### config.mk
export PLATFORM = sky130hd
export DESIGN_NAME = cookie_header_tokenizer
export DESIGN_NICKNAME = d
export VERILOG_FILES = /design/src/sv/cht_pkg.sv /design/src/sv/cht_core.sv /design/src/sv/cookie_header_tokenizer.sv
export SDC_FILE = /design/constraint.sdc
export NUM_CORES = 1
export LEC_CHECK = 0
export BUFFER_PORTS_ARGS = -buffer_cell sky130_fd_sc_hd__buf_4
export CAP_MARGIN = 20
export CORE_MARGIN = 1.5
export CORE_UTILIZATION = 65
export DETAILED_ROUTE_END_ITERATION = 10
export PLACE_DENSITY_LB_ADDON = 0.1
export SETUP_SLACK_MARGIN = 0.02
export SLEW_MARGIN = 25
export SYNTH_ARGS = -nofsm -noshare
export SYNTH_HDL_FRONTEND = slang
export SYNTH_SLANG_ARGS = --single-unit
### constraint.sdc
create_clock -name clk -period 7.6 [get_ports clk]
set_clock_uncertainty 0.15 [all_clocks]
set_input_delay 1.14 -clock clk [delete_from_list [all_inputs] [get_ports clk]]
set_output_delay 1.14 -clock clk [all_outputs]
set_load 0.02 [all_outputs]
### src/sv/cht_pkg.sv
package cht_pkg;

    localparam logic [1:0] KIND_ATTR  = 2'd0;
    localparam logic [1:0] KIND_VALUE = 2'd1;
    localparam logic [1:0] KIND_OK    = 2'd2;
    localparam logic [1:0] KIND_ERR   = 2'd3;

    localparam logic [7:0] CH_SEMI  = 8'h3B;
    localparam logic [7:0] CH_EQ    = 8'h3D;
    localparam logic [7:0] CH_QUOTE = 8'h22;
    localparam logic [7:0] CH_SPACE = 8'h20;

    typedef struct packed {
        logic [1:0] kind;
        logic [7:0] data;
        logic       last;
    } result_t;

    typedef struct packed {
        logic [1:0] count;
        result_t    r0;
        result_t    r1;
    } step_out_t;

endpackage

### src/sv/cht_core.sv
module cht_core #(
    parameter int PAIR_LIMIT = 128
) (
    input  logic                clk,
    input  logic                rst_n,
    input  logic                step,
    input  logic [7:0]          byte_in,
    input  logic                end_of_header,
    output cht_pkg::step_out_t  results
);

    typedef enum logic [2:0] {
        PH_START,
        PH_ATTR,
        PH_VLEAD,
        PH_VALUE,
        PH_DRAIN
    } phase_t;

    localparam logic [8:0] LIMIT = 9'(PAIR_LIMIT);

    phase_t     phase_reg, phase_next;
    logic       quote_reg, quote_next;
    logic [7:0] len_reg, len_next;
    logic       aseen_reg, aseen_next;

    function automatic cht_pkg::step_out_t push(cht_pkg::step_out_t s, logic [1:0] k,
                                                logic [7:0] d, logic l);
        cht_pkg::step_out_t o;
        o = s;
        if (s.count == 2'd0)
        begin
            o.r0 = '{kind: k, data: d, last: l};
        end
        else
        begin
            o.r1 = '{kind: k, data: d, last: l};
        end
        o.count = s.count + 2'd1;
        return o;
    endfunction

    always_comb
    begin
        phase_t             ph;
        logic               q;
        logic [7:0]         len;
        logic               aseen;
        logic               fail;
        logic               new_pair;
        cht_pkg::step_out_t o;

        ph       = phase_reg;
        q        = quote_reg;
        len      = len_reg;
        aseen    = aseen_reg;
        fail     = 1'b0;
        new_pair = 1'b0;
        o        = '0;

        if (phase_reg == PH_DRAIN)
        begin
            new_pair = end_of_header;
        end
        else if (phase_reg == PH_START && byte_in == cht_pkg::CH_SPACE)
        begin
            fail = end_of_header;
        end
        else
        begin
            if (ph == PH_START)
            begin
                ph = PH_ATTR;
            end
            if (byte_in == cht_pkg::CH_SEMI && !q)
            begin
                if (!aseen || ph == PH_VLEAD)
                begin
                    fail = 1'b1;
                end
                else
                begin
                    o        = push(o, cht_pkg::KIND_OK, 8'd0, 1'b0);
                    new_pair = 1'b1;
                    fail     = end_of_header;
                end
            end
            else if ({1'b0, len} + 9'd1 >= LIMIT)
            begin
                fail = 1'b1;
            end
            else
            begin
                len = len + 8'd1;
                if (ph == PH_ATTR)
                begin
                    if (byte_in == cht_pkg::CH_QUOTE)
                    begin
                        q = !q;
                    end
                    else if (byte_in == cht_pkg::CH_EQ && !q)
                    begin
                        ph = PH_VLEAD;
                    end
                    else
                    begin
                        o     = push(o, cht_pkg::KIND_ATTR, byte_in, 1'b0);
                        aseen = 1'b1;
                    end
                end
                else
                begin
                    if (ph == PH_VLEAD && byte_in != cht_pkg::CH_SPACE)
                    begin
                        ph = PH_VALUE;
                    end
                    if (ph == PH_VALUE)
                    begin
                        if (byte_in == cht_pkg::CH_QUOTE)
                        begin
                            q = !q;
                        end
                        o = push(o, cht_pkg::KIND_VALUE, byte_in, 1'b0);
                    end
                end
                if (end_of_header)
                begin
                    if (!aseen || ph == PH_VLEAD)
                    begin
                        fail = 1'b1;
                    end
                    else
                    begin
                        o        = push(o, cht_pkg::KIND_OK, 8'd0, 1'b1);
                        new_pair = 1'b1;
                    end
                end
            end
        end

        if (fail)
        begin
            o = push(o, cht_pkg::KIND_ERR, 8'd0, 1'b1);
        end

        if (fail || new_pair)
        begin
            phase_next = (fail && !end_of_header) ? PH_DRAIN : PH_START;
            quote_next = 1'b0;
            len_next   = 8'd0;
            aseen_next = 1'b0;
        end
        else
        begin
            phase_next = ph;
            quote_next = q;
            len_next   = len;
            aseen_next = aseen;
        end

        results = o;
    end

    always_ff @(posedge clk or negedge rst_n)
    begin
        if (!rst_n)
        begin
            phase_reg <= PH_START;
            quote_reg <= 1'b0;
            len_reg   <= 8'd0;
            aseen_reg <= 1'b0;
        end
        else if (step)
        begin
            phase_reg <= phase_next;
            quote_reg <= quote_next;
            len_reg   <= len_next;
            aseen_reg <= aseen_next;
        end
    end

endmodule

### src/sv/cookie_header_tokenizer.sv
// A byte is registered in the input register; its results are written into the result queue when
// the byte advances, which waits for queue space, and are shown from the head of the queue.
// Throughput: one byte per cycle while each byte gives at most one result and the receiver does
// not stall; a byte giving two results drains one at a time through the four-entry result queue.
// Reset clears the parser state to pair start and empties the input register and the queue.
module cookie_header_tokenizer #(
    parameter int PAIR_LIMIT = 128
) (
    input  logic       clk,
    input  logic       rst_n,
    input  logic       in_valid,
    output logic       in_stall,
    input  logic [7:0] byte_in,
    input  logic       end_of_header,
    output logic       out_valid,
    input  logic       out_stall,
    output logic [1:0] kind,
    output logic [7:0] data_byte,
    output logic       last
);

    localparam int QDEPTH = 4;
    localparam int PTR_W  = $clog2(QDEPTH);
    localparam int CNT_W  = $clog2(QDEPTH + 1);

    logic                hold_valid_reg, hold_valid_next;
    logic [7:0]          hold_byte_reg;
    logic                hold_eoh_reg;
    logic                accept_in;
    logic                advance;
    logic                pop;
    logic [CNT_W-1:0]    count_reg, count_next;
    logic [CNT_W-1:0]    count_after_pop;
    logic [PTR_W-1:0]    rd_ptr_reg, wr_ptr_reg;
    cht_pkg::result_t    queue_reg [QDEPTH];
    cht_pkg::step_out_t  results;
    cht_pkg::result_t    head;

    cht_core #(
        .PAIR_LIMIT(PAIR_LIMIT)
    ) u_core (
        .clk          (clk),
        .rst_n        (rst_n),
        .step         (advance),
        .byte_in      (hold_byte_reg),
        .end_of_header(hold_eoh_reg),
        .results      (results)
    );

    assign out_valid       = (count_reg != '0);
    assign pop             = out_valid && !out_stall;
    assign count_after_pop = count_reg - CNT_W'(pop);
    assign advance         = hold_valid_reg && (count_after_pop <= CNT_W'(QDEPTH - 2));
    assign in_stall        = hold_valid_reg && !advance;
    assign accept_in       = in_valid && !in_stall;
    assign hold_valid_next = accept_in ? 1'b1 : (advance ? 1'b0 : hold_valid_reg);
    assign count_next      = count_after_pop + (advance ? CNT_W'(results.count) : '0);

    assign head      = queue_reg[rd_ptr_reg];
    assign kind      = head.kind;
    assign data_byte = head.data;
    assign last      = head.last;

    always_ff @(posedge clk or negedge rst_n)
    begin
        if (!rst_n)
        begin
            hold_valid_reg <= 1'b0;
            count_reg      <= '0;
            rd_ptr_reg     <= '0;
            wr_ptr_reg     <= '0;
        end
        else
        begin
            hold_valid_reg <= hold_valid_next;
            count_reg      <= count_next;
            if (pop)
            begin
                rd_ptr_reg <= rd_ptr_reg + PTR_W'(1);
            end
            if (advance)
            begin
                wr_ptr_reg <= wr_ptr_reg + PTR_W'(results.count);
            end
        end
    end

    always_ff @(posedge clk)
    begin
        if (accept_in)
        begin
            hold_byte_reg <= byte_in;
            hold_eoh_reg  <= end_of_header;
        end
        if (advance && results.count != 2'd0)
        begin
            queue_reg[wr_ptr_reg] <= results.r0;
        end
        if (advance && results.count == 2'd2)
        begin
            queue_reg[wr_ptr_reg + PTR_W'(1)] <= results.r1;
        end
    end

    // The queue never holds more entries than it has.
    assert property (@(posedge clk) disable iff (!rst_n) count_reg <= CNT_W'(QDEPTH))
        else $error("result queue overflow");

    // Character results never close a header.
    assert property (@(posedge clk) disable iff (!rst_n)
        out_valid && (kind == cht_pkg::KIND_ATTR || kind == cht_pkg::KIND_VALUE) |-> !last)
        else $error("character result marked last");

    // Accept and error results carry no character.
    assert property (@(posedge clk) disable iff (!rst_n)
        out_valid && (kind == cht_pkg::KIND_OK || kind == cht_pkg::KIND_ERR)
        |-> data_byte == 8'd0)
        else $error("status result carries data");

    // A byte leaves the input register only when the queue can take all its results.
    assert property (@(posedge clk) disable iff (!rst_n)
        advance |-> count_after_pop + CNT_W'(results.count) <= CNT_W'(QDEPTH))
        else $error("queue space check failed");

endmodule

**Word-level counts from Yosys, hierarchy flattened**

Memories as Yosys holds them, arrays and structs flattened.
Index checks and enable logic that the tools add are counted.

- Register bits after elaboration: 30
- Input bits: 13
- Bits in writable memories: 44
- Memories kept: 1
- Logic and storage cells: 156

- $add $sub $neg: 9
- $lt $le $gt $ge: 2
- Reductions and logical operators: 31
- Muxes and demuxes: 88
- Equal/unequal tests: 15

Memory list:

| name | words | width | rd ports | clocked after Yosys merged registers in | wr ports | RTL line | RTL |
|---|---|---|---|---|---|---|---|
| queue_reg | 4 | 11 | 1 | 0 | 2 | cookie_header_tokenizer.sv:35 | `cht_pkg::result_t queue_reg [QDEPTH];` |

Operators by type and width:

| operator | count |
|---|---|
| $mux W24 | 13 |
| $mux W23 | 3 |
| $mux W3 | 22 |
| $mux W11 | 4 |
| $mux W1 | 40 |
| $mux W8 | 5 |
| $eq A8 B6 Y1 const B | 4 |
| $logic_and A1 B1 Y1 | 11 |
| $add A8 B1 Y9 const B | 1 |
| $eq A3 B2 Y1 const B | 3 |
| $ge A9 B8 Y1 const B | 1 |
| $add A2 B1 Y2 const B | 4 |
| $add A8 B1 Y8 const B | 1 |
| $ne A2 B2 Y1 const B | 4 |
| $ne A8 B6 Y1 const B | 1 |
| $logic_not A1 Y1 | 7 |
| $reduce_and A6 Y1 | 1 |
| $reduce_bool A3 Y1 | 2 |
| $reduce_and A5 Y1 | 1 |
| $logic_not A2 Y1 | 2 |
| $reduce_bool A2 Y1 | 2 |
| $add A3 B2 Y3 | 1 |
| $eq A3 B1 Y1 const B | 1 |
| $eq A3 B3 Y1 const B | 1 |
| other kinds (8) | 10 |

**Depth between registers and ports, before layout**

Gate-level depths: netlist of the first run.

- Word-level depth: 34
- Mapped depth: 17
- Depth with buffers taken out: 16

**Modules after synthesis**

A second synthesis of the first run with hierarchy kept.

- Cells, all modules: 354
- Area, all modules: 4415.5 um^2

Modules (own cells, without submodules):

| module | area each (um^2) | cells an instance | instances | seq. area each (um^2) |
|---|---|---|---|---|
| cookie_header_tokenizer | 3005.4 | 173 | 1 | 1791.7 |
| cht_core | 1410.1 | 181 | 1 | 325.3 |

**Worst setup path before layout of the first run**

No wires, ideal clock.

- Path type: reg2reg
- Start: register hold_byte_reg[0]
- End: register count_reg[2]
- Period minus slack after synthesis: 3710 ps
- Setup slack: 3890 ps
- Stages on the path, launching flop included: 16
- Library setup time: 124 ps
- Arrival time: 3436 ps
- Cell sequence: edfxtp_1 -> nor4b_4 -> a31oi_2 -> and2_1 -> a21oi_1 -> inv_1 -> ha_1 -> nor2_1 -> o31ai_1 -> nand2_1 -> ha_1 -> inv_1 -> a21oi_1 -> o21a_1 -> fa_1 -> xnor2_1

- Word-level cells in the longest chain between the ends: 26
- Elaborated cells on any way between the ends: 58

Ends and longest elaborated chain:

| what | RTL line | RTL |
|---|---|---|
| from (decl) | cookie_header_tokenizer.sv:27 | `logic [7:0] hold_byte_reg;` |
| from (signal assigned) | cookie_header_tokenizer.sv:92 | `hold_byte_reg <= byte_in;` |
| $ne A8 B6 Y1 | cht_core.sv:113 | `if (ph == PH_VLEAD && byte_in != cht_pkg::CH_SPACE)` |
| $logic_and A1 B1 Y1 | cht_core.sv:113 |  |
| $mux W3 | cht_core.sv:113 |  |
| $mux W3 | cht_core.sv:95 | `if (ph == PH_ATTR)` |
| $mux W3 | cht_core.sv:88 | `else if ({1'b0, len} + 9'd1 >= LIMIT)` |
| $mux W3 | cht_core.sv:75 | `if (byte_in == cht_pkg::CH_SEMI && !q)` |
| $mux W3 | cht_core.sv:65 | `else if (phase_reg == PH_START && byte_in == cht_pkg::CH_SPACE)` |
| $mux W3 | cht_core.sv:61 | `if (phase_reg == PH_DRAIN)` |
| [... 11 more ...] | -- |  |
| $mux W24 | cht_core.sv:75 |  |
| $mux W24 | cht_core.sv:65 |  |
| $mux W24 | cht_core.sv:61 |  |
| $add A2 B1 Y2 | cht_core.sv:39 | `o.count = s.count + 2'd1;` |
| $mux W24 (*) | cht_core.sv:141 | `if (fail)` |
| $mux W2 (*) | cookie_header_tokenizer.sv:57 | `assign count_next = count_after_pop + (advance ? CNT_W'(results.count) : '0);` |
| $add A3 B2 Y3 (*) | cookie_header_tokenizer.sv:57 |  |
| via count_next[2] | cookie_header_tokenizer.sv:32 | `logic [CNT_W-1:0] count_reg, count_next;` |
| to (signal assigned) | cookie_header_tokenizer.sv:76 | `count_reg <= count_next;` |
| to (decl) | cookie_header_tokenizer.sv:32 |  |

Mark *: on every way through the listed nets, which the timed path passes. The rest lies on a longest branch. The select of a mux whose other input is x is not followed.
A chain may end at the register's enable or synchronous reset.

**Worst setup path in the final report of the first run**

- Start: register hold_byte_reg[1]
- End: register count_reg[2]

Same word-level chain as after synthesis.

==> qor.yml, run 1 <==
timing:
  drv_slew: 0
  setup_tns_ns: 0
  worstMarginPinSlew_ns: 0.786
  setup_viol: 0
  maxSlewHeadroom: 0.476
  rsz0062_at_grt: "no"
  fin_crit_sh: 0.555
  post-route-min-period_ns: 4.22
  hold_viol: 0
  max_freq_mhz: 237
global_route:
  grt_pass1_wl_mm: 13.1
  grt_pass1_vias: 2795
  antenna_found_initial: 0
  overflow: 0
  gr-usage-all-layers: 0.266
  grt_max_degree: 22
clocking:
  cts_resized: 0
  cts_root_buf: "clkbuf_8"
  cts_sinks: 74
  post-cts-setup-buffer-count: 0
  path_clk_slew_ns: 0.09
  cts_buffers: 9
  htree_levels: 3
  cts_tree: "yes"
  clk_path_buf_depth: 2
  ctsHoldBuffers: 0
  clock_latency_ns: 0.35
routing:
  routed_wl_mm: 8.07
  vias_per_cell: 6.39
  ant_nets: 0
  drtPass1Iterations: 5
  drt-initial-drc-count: 136
  num_vias: 2887
  wl_per_cell_um: 17.8
  drc: 0
finish:
  post-route-util: 0.740
  finalNetCount: 395
  drive_above_1_share: 0.225
  synthToLayoutAreaGrowth_pct: 10.9
  largest_register_ffs: 44
  multiInputGateArea_sq_um: 1990
  n_antenna_cell: 0
  fin_area_sq_um: 4330
  regArea_sq_um: 1800
  fill_cells: 421
power_and_ir_drop:
  p_switching_w: 0.000875
  power_density_nw_per_um2: 466
  cell_internal_pwr_w: 0.00114
  switching_share: 0.434
  p_leak_nw: 1.73
  clock_power_share: 0.152
  sequentialPowerShare: 0.358
  ir_drop_v: 0.000236
  combPwrFrac: 0.490
yosys:
  yosys.area.top_type_share: 0.164
  syn-num-nets: 372
  yosysSeqAreaShare: 0.460
  ys.warnings.count: 0
  syn_area_per_cell_sq_um: 11.2
  ys_async_sr_fraction: 0.284
  synth.distinct_cells: 71
  synthTopCellsByCount: "a22o_1 (33), dfxtp_1 (32), nor2_1 (23)"
  synth-seq-cells: 74
  synth-edff-count: 21
  yosysTopAreaCell: "dfxtp_1"
  synth_cells: 349
  post-synth-top-count-cell: "a22o_1"
  netlist_area_sq_um: 3900
  synthTopCellsByArea: "dfxtp_1 (16%), edfxtp_1 (16%), dfrtp_1 (13%)"
  synthFlopType: "dfxtp_1"
place:
  placed_area_sq_um: 4130
  place.gp.congestion: 0.982
  port_buffers: 25
  dpl.hpwl_mm: 5.76
job:
  drv_cap: 0
floorplanning:
  io_pins: 26
  core_area_sq_um: 5850
  rows: 28
  die_y_um: 80.5
  dieWidth_um: 80.5
  dieArea_sq_um: 6480
  start_util: 0.667
worst_setup_path:
  start_kind: "flop"
  cp_data_arrival_time_ns: 4.30
  crit_required_ns: 7.68
  path_max_fanout: 9
  criticalPathCategory: "reg -> reg"
  rr_worst_depth: 14
  endpoint_kind: "flop"
worst_hold_path:
  hold_class: "reg -> reg"
  holdPathStages: 1
run_status:
  status: "complete, no violations"
-- per-stage QoR --
| step | hold WS, ns | power (W) | setup slack (ns) | cells |
|---|---|---|---|---|
| after floorplan | 0.294 | 0.00146 | 3.89 | 349 |
| after global placement | 0.307 | 0.00169 | 3.60 | 436 |
| after detailed placement | 0.312 | 0.00171 | 3.49 | 436 |
| after CTS | 0.333 | 0.00202 | 3.42 | 452 |
| after global routing | 0.346 | 0.00215 | 3.07 | 452 |
| final | 0.332 | 0.00202 | 3.38 | 452 |
-- layout make-up --
type | instances | area share
multi-input cells | 246 | 0.459
flip-flops and latches | 74 | 0.415
repair buffers | 26 | 0.0451
clock buffers | 10 | 0.0344
well taps | 75 | 0.0217
inverters | 15 | 0.0130
clock inverters | 6 | 0.0116
-- power groups by stage --
stage | clock [W] | combinational (W) | sequential [W]
2_1_floorplan | 0 | 0.000820 | 0.000638
3_3_place_gp | 0 | 0.000963 | 0.000722
3_5_place_dp | 0 | 0.000983 | 0.000728
4_1_cts | 0.000310 | 0.000988 | 0.000720
5_1_grt | 0.000323 | 0.00109 | 0.000744
6_report | 0.000307 | 0.000988 | 0.000722
-- layer usage --
layer / routed length (um) / global-route usage
met3: 428 / 0.0568
met5: 0 / 0
met4: 101 / 0.0931
met2: 3980 / 0.441
met1: 3560 / 0.345
-- path summary, 6_finish.rpt --
| path | slack, ns | start | endpoint |
|---|---|---|---|
| max | 3.38 | hold_byte_reg[1] | count_reg[2] |
| min | 0.33 | queue_reg[2][6] | queue_reg[2][6] |
| max reg2reg | 3.38 | hold_byte_reg[1] | count_reg[2] |
| min reg2reg | 0.33 | queue_reg[2][6] | queue_reg[2][6] |
| max in group asynchronous | 6.57 | rst_n | count_reg[0] |
| min in group asynchronous | 0.51 | rst_n | u_core.len_reg[1] |
-- cells in the final DEF (no fill, tap or decap), types with 6 or more instances in the layout --
cell,netlist,routed
a21oi_1,12,12
and2_1,7,7
clkbuf_8,0,9
ha_1,9,9
o21ai_0,12,12
o31ai_1,6,6
buf_4,0,26
a22o_1,33,33
nor2_1,23,23
dfrtp_1,21,21
inv_1,11,11
mux4_2,11,11
dfxtp_1,32,32
nor2b_1,6,6
o22ai_1,6,6
nand2_1,22,22
nand3_1,10,10
nand2b_1,6,6
edfxtp_1,21,21
-- cells by family (layout without fill, tap and decap cells) --
group | count (synthesis) | after routing | synth area share
compound gates | 112 | 112 | 0.236
simple gates | 107 | 107 | 0.162
flops | 74 | 74 | 0.460
buf+inv | 29 | 57 | 0.0305
mux | 11 | 11 | 0.0635
fa+ha+maj | 10 | 10 | 0.0340
xor+xnor | 6 | 6 | 0.0135
-- critical path, cell delays in order, from the launching register on --
cell	delay [ns]
edfxtp_1	0.54
nor4_1	0.48
nand3b_1	0.28
a21oi_1	0.22
o32ai_1	0.14
ha_1	0.31
nor2_1	0.05
o31ai_1	0.28
nand2_1	0.18
ha_1	0.37
inv_1	0.22
a21oi_1	0.12
o21a_1	0.22
fa_1	0.41
xnor2_1	0.13
Note: power is estimated with default switching activity, not from simulation.
==> run 2, diff against run 1 <==
CORE_UTILIZATION = 55   (was 65)
clock period = 3.7 ns   (was 7.6 ns; I/O delays follow)
==> run 2 against run 1 <==
Hold slack lost 0.12 ns. Critical path depth grew 1. Power grew 130%. Combinational power grew to 2.6 times the previous value. Largest power group unchanged. Highest routed layer unchanged.
==> qor.yml, run 2 (synthesis results as in run 1) <==
run_status:
  status: "complete, no violations"
clocking:
  cts_root_buf: "clkbuf_8"
  path_clk_slew_ns: 0.09
  cts_buffers: 9
  clk_path_buf_depth: 2
  htree_levels: 3
  clock_latency_ns: 0.36
  cts_sinks: 74
  cts_tree: "yes"
finish:
  fill_cells: 543
  multiInputGateArea_sq_um: 2090
  largest_register_ffs: 44
  drive_above_1_share: 0.345
  layout.cells.non_filler: 519
  finalNetCount: 441
  n_antenna_cell: 0
  layout_commonest_cell: "buf_4"
  regArea_sq_um: 1800
  synthToLayoutAreaGrowth_pct: 24.3
  post-route-util: 0.710
  final_cell_mix: "buf_4 (65), a22o_1 (33), dfxtp_1 (32)"
floorplanning:
  start_util: 0.571
  rows: 30
  die_y_um: 87.2
  dieArea_sq_um: 7610
  dieWidth_um: 87.2
  io_pins: 26
  core_area_sq_um: 6830
power_and_ir_drop:
  total_power_w: 0.00463
  combPwrFrac: 0.550
  p_switching_w: 0.00198
  cell_internal_pwr_w: 0.00265
  clock_power_share: 0.139
  p_leak_nw: 1.97
  ir_drop_v: 0.000367
  sequentialPowerShare: 0.310
  power_density_nw_per_um2: 955
  switching_share: 0.428
timing:
  maxSlewHeadroom: 0.460
  setup_tns_ns: 0
  worstMarginPinSlew_ns: 0.810
  fin_crit_sh: 0.983
  rsz0062_at_grt: "yes"
  fin_ws_ns: 0.0627
  drv_slew: 0
  max_freq_mhz: 275
  hold_viol: 0
  setup_viol: 0
  post-route-min-period_ns: 3.64
routing:
  routed_wl_mm: 9.13
  num_vias: 3131
  drtPass1Iterations: 4
  wl_per_cell_um: 17.6
  vias_per_cell: 6.03
  ant_nets: 0
  drc: 0
  drt-initial-drc-count: 179
place:
  port_buffers: 25
  dpl.hpwl_mm: 6.38
  placed_cells: 491
  place_worst_setup_slack_ns: -0.0936
  place.gp.congestion: 0.911
worst_hold_path:
  hold_class: "in -> reg"
global_route:
  grt_pass1_vias: 2974
  antenna_found_initial: 0
  grt_pass1_wl_mm: 14.6
  overflow: 0
  grt_max_degree: 22
  gr-usage-all-layers: 0.255
worst_setup_path:
  cp_data_arrival_time_ns: 3.80
  start_kind: "flop"
  path_max_fanout: 8
  crit_required_ns: 3.86
  endpoint_kind: "flop"
  criticalPathCategory: "reg -> reg"
job:
  drv_cap: 0
==> run 2: changes by cell type in the layout (fill, tap and decap cells not counted), moves of 2 or more <==
cell      change
clkinv_4      +2
a21oi_1       -3
a21oi_2       +2
buf_4        +39
o31ai_1       -2
o31ai_2       +2
o21ai_0       -2
buf_12        +2
buf_6         +4
o21ai_1       +2
==> run 2: final timing paths <==
path	start	endpoint	slack [ns]	depth (start not counted)
max in group asynchronous	rst_n	count_reg[1]	2.72	2
min in group asynchronous	rst_n	u_core.len_reg[5]	0.45	2
min reg2reg	u_core.len_reg[6]	u_core.len_reg[6]	0.34	1
min	byte_in[7]	hold_byte_reg[7]	0.21	1
max reg2reg	hold_byte_reg[6]	queue_reg[2][4]	0.06	15
max	hold_byte_reg[6]	queue_reg[2][4]	0.06	15
==> run 2: stage by stage <==
| stage | area (sq um) | hold WS (ns) |
|---|---|---|
| floorplan | 3900 | 0.109 |
| CTS | 4680 | 0.199 |
| detailed placement | 4440 | 0.306 |
| global placement | 4440 | 0.303 |
| finish | 4850 | 0.209 |
| global route | 4850 | 0.190 |
==> run 2: repair_timing <==
| item | in CTS | in global routing |
|---|---|---|
| endpoints found under the hold margin | 21 | 0 |
| buffers inserted | 2 | 9 |
| hold buffers | 1 | 0 |
| setup endpoints to repair | 39 | 59 |
| resized for setup | 4 | 21 |
| pin swaps | 1 | 21 |
==> run 2: cell type report <==
class	instances	area share
Clock buffer	10	0.0307
Clock inverter	6	0.0108
Inverter	15	0.0126
Multi-Input combinational cell	246	0.431
Sequential cell	74	0.370
Tap cell	96	0.0248
Timing Repair Buffer	72	0.120
==> run 2: power groups by stage <==
| stage | clock (W) | combinational, W | sequential, W |
|---|---|---|---|
| 6_report | 0.000645 | 0.00255 | 0.00144 |
| 5_1_grt | 0.000692 | 0.00276 | 0.00148 |
| 4_1_cts | 0.000656 | 0.00236 | 0.00143 |
| 3_5_place_dp | 0 | 0.00233 | 0.00145 |
| 3_3_place_gp | 0 | 0.00228 | 0.00143 |
| 2_1_floorplan | 0 | 0.00169 | 0.00131 |
==> run 2: metal layers <==
layer / GRT usage / share of wire / vias up / wire (um)
met3: 0.0512 / 0.041 / 16 / 376
met1: 0.330 / 0.43 / 1543 / 3940
met4: 0.120 / 0.025 / 0 / 229
met2: 0.414 / 0.50 / 90 / 4580
li1: - / - / 1482 / -
met5: 0 / 0 / - / 0
==> run 2: worst max-delay path: stages, from the launching register on <==
cell      delay [ns]
edfxtp_1        0.44
nor4b_4         0.34
buf_4           0.17
nand3b_1        0.16
a21oi_2         0.18
o32ai_2         0.10
ha_1            0.29
nor2_1          0.06
o31ai_2         0.27
nand2_1         0.16
ha_4            0.33
inv_6           0.05
a211o_4         0.38
nor3_4          0.20
buf_6           0.16
a22o_1          0.13
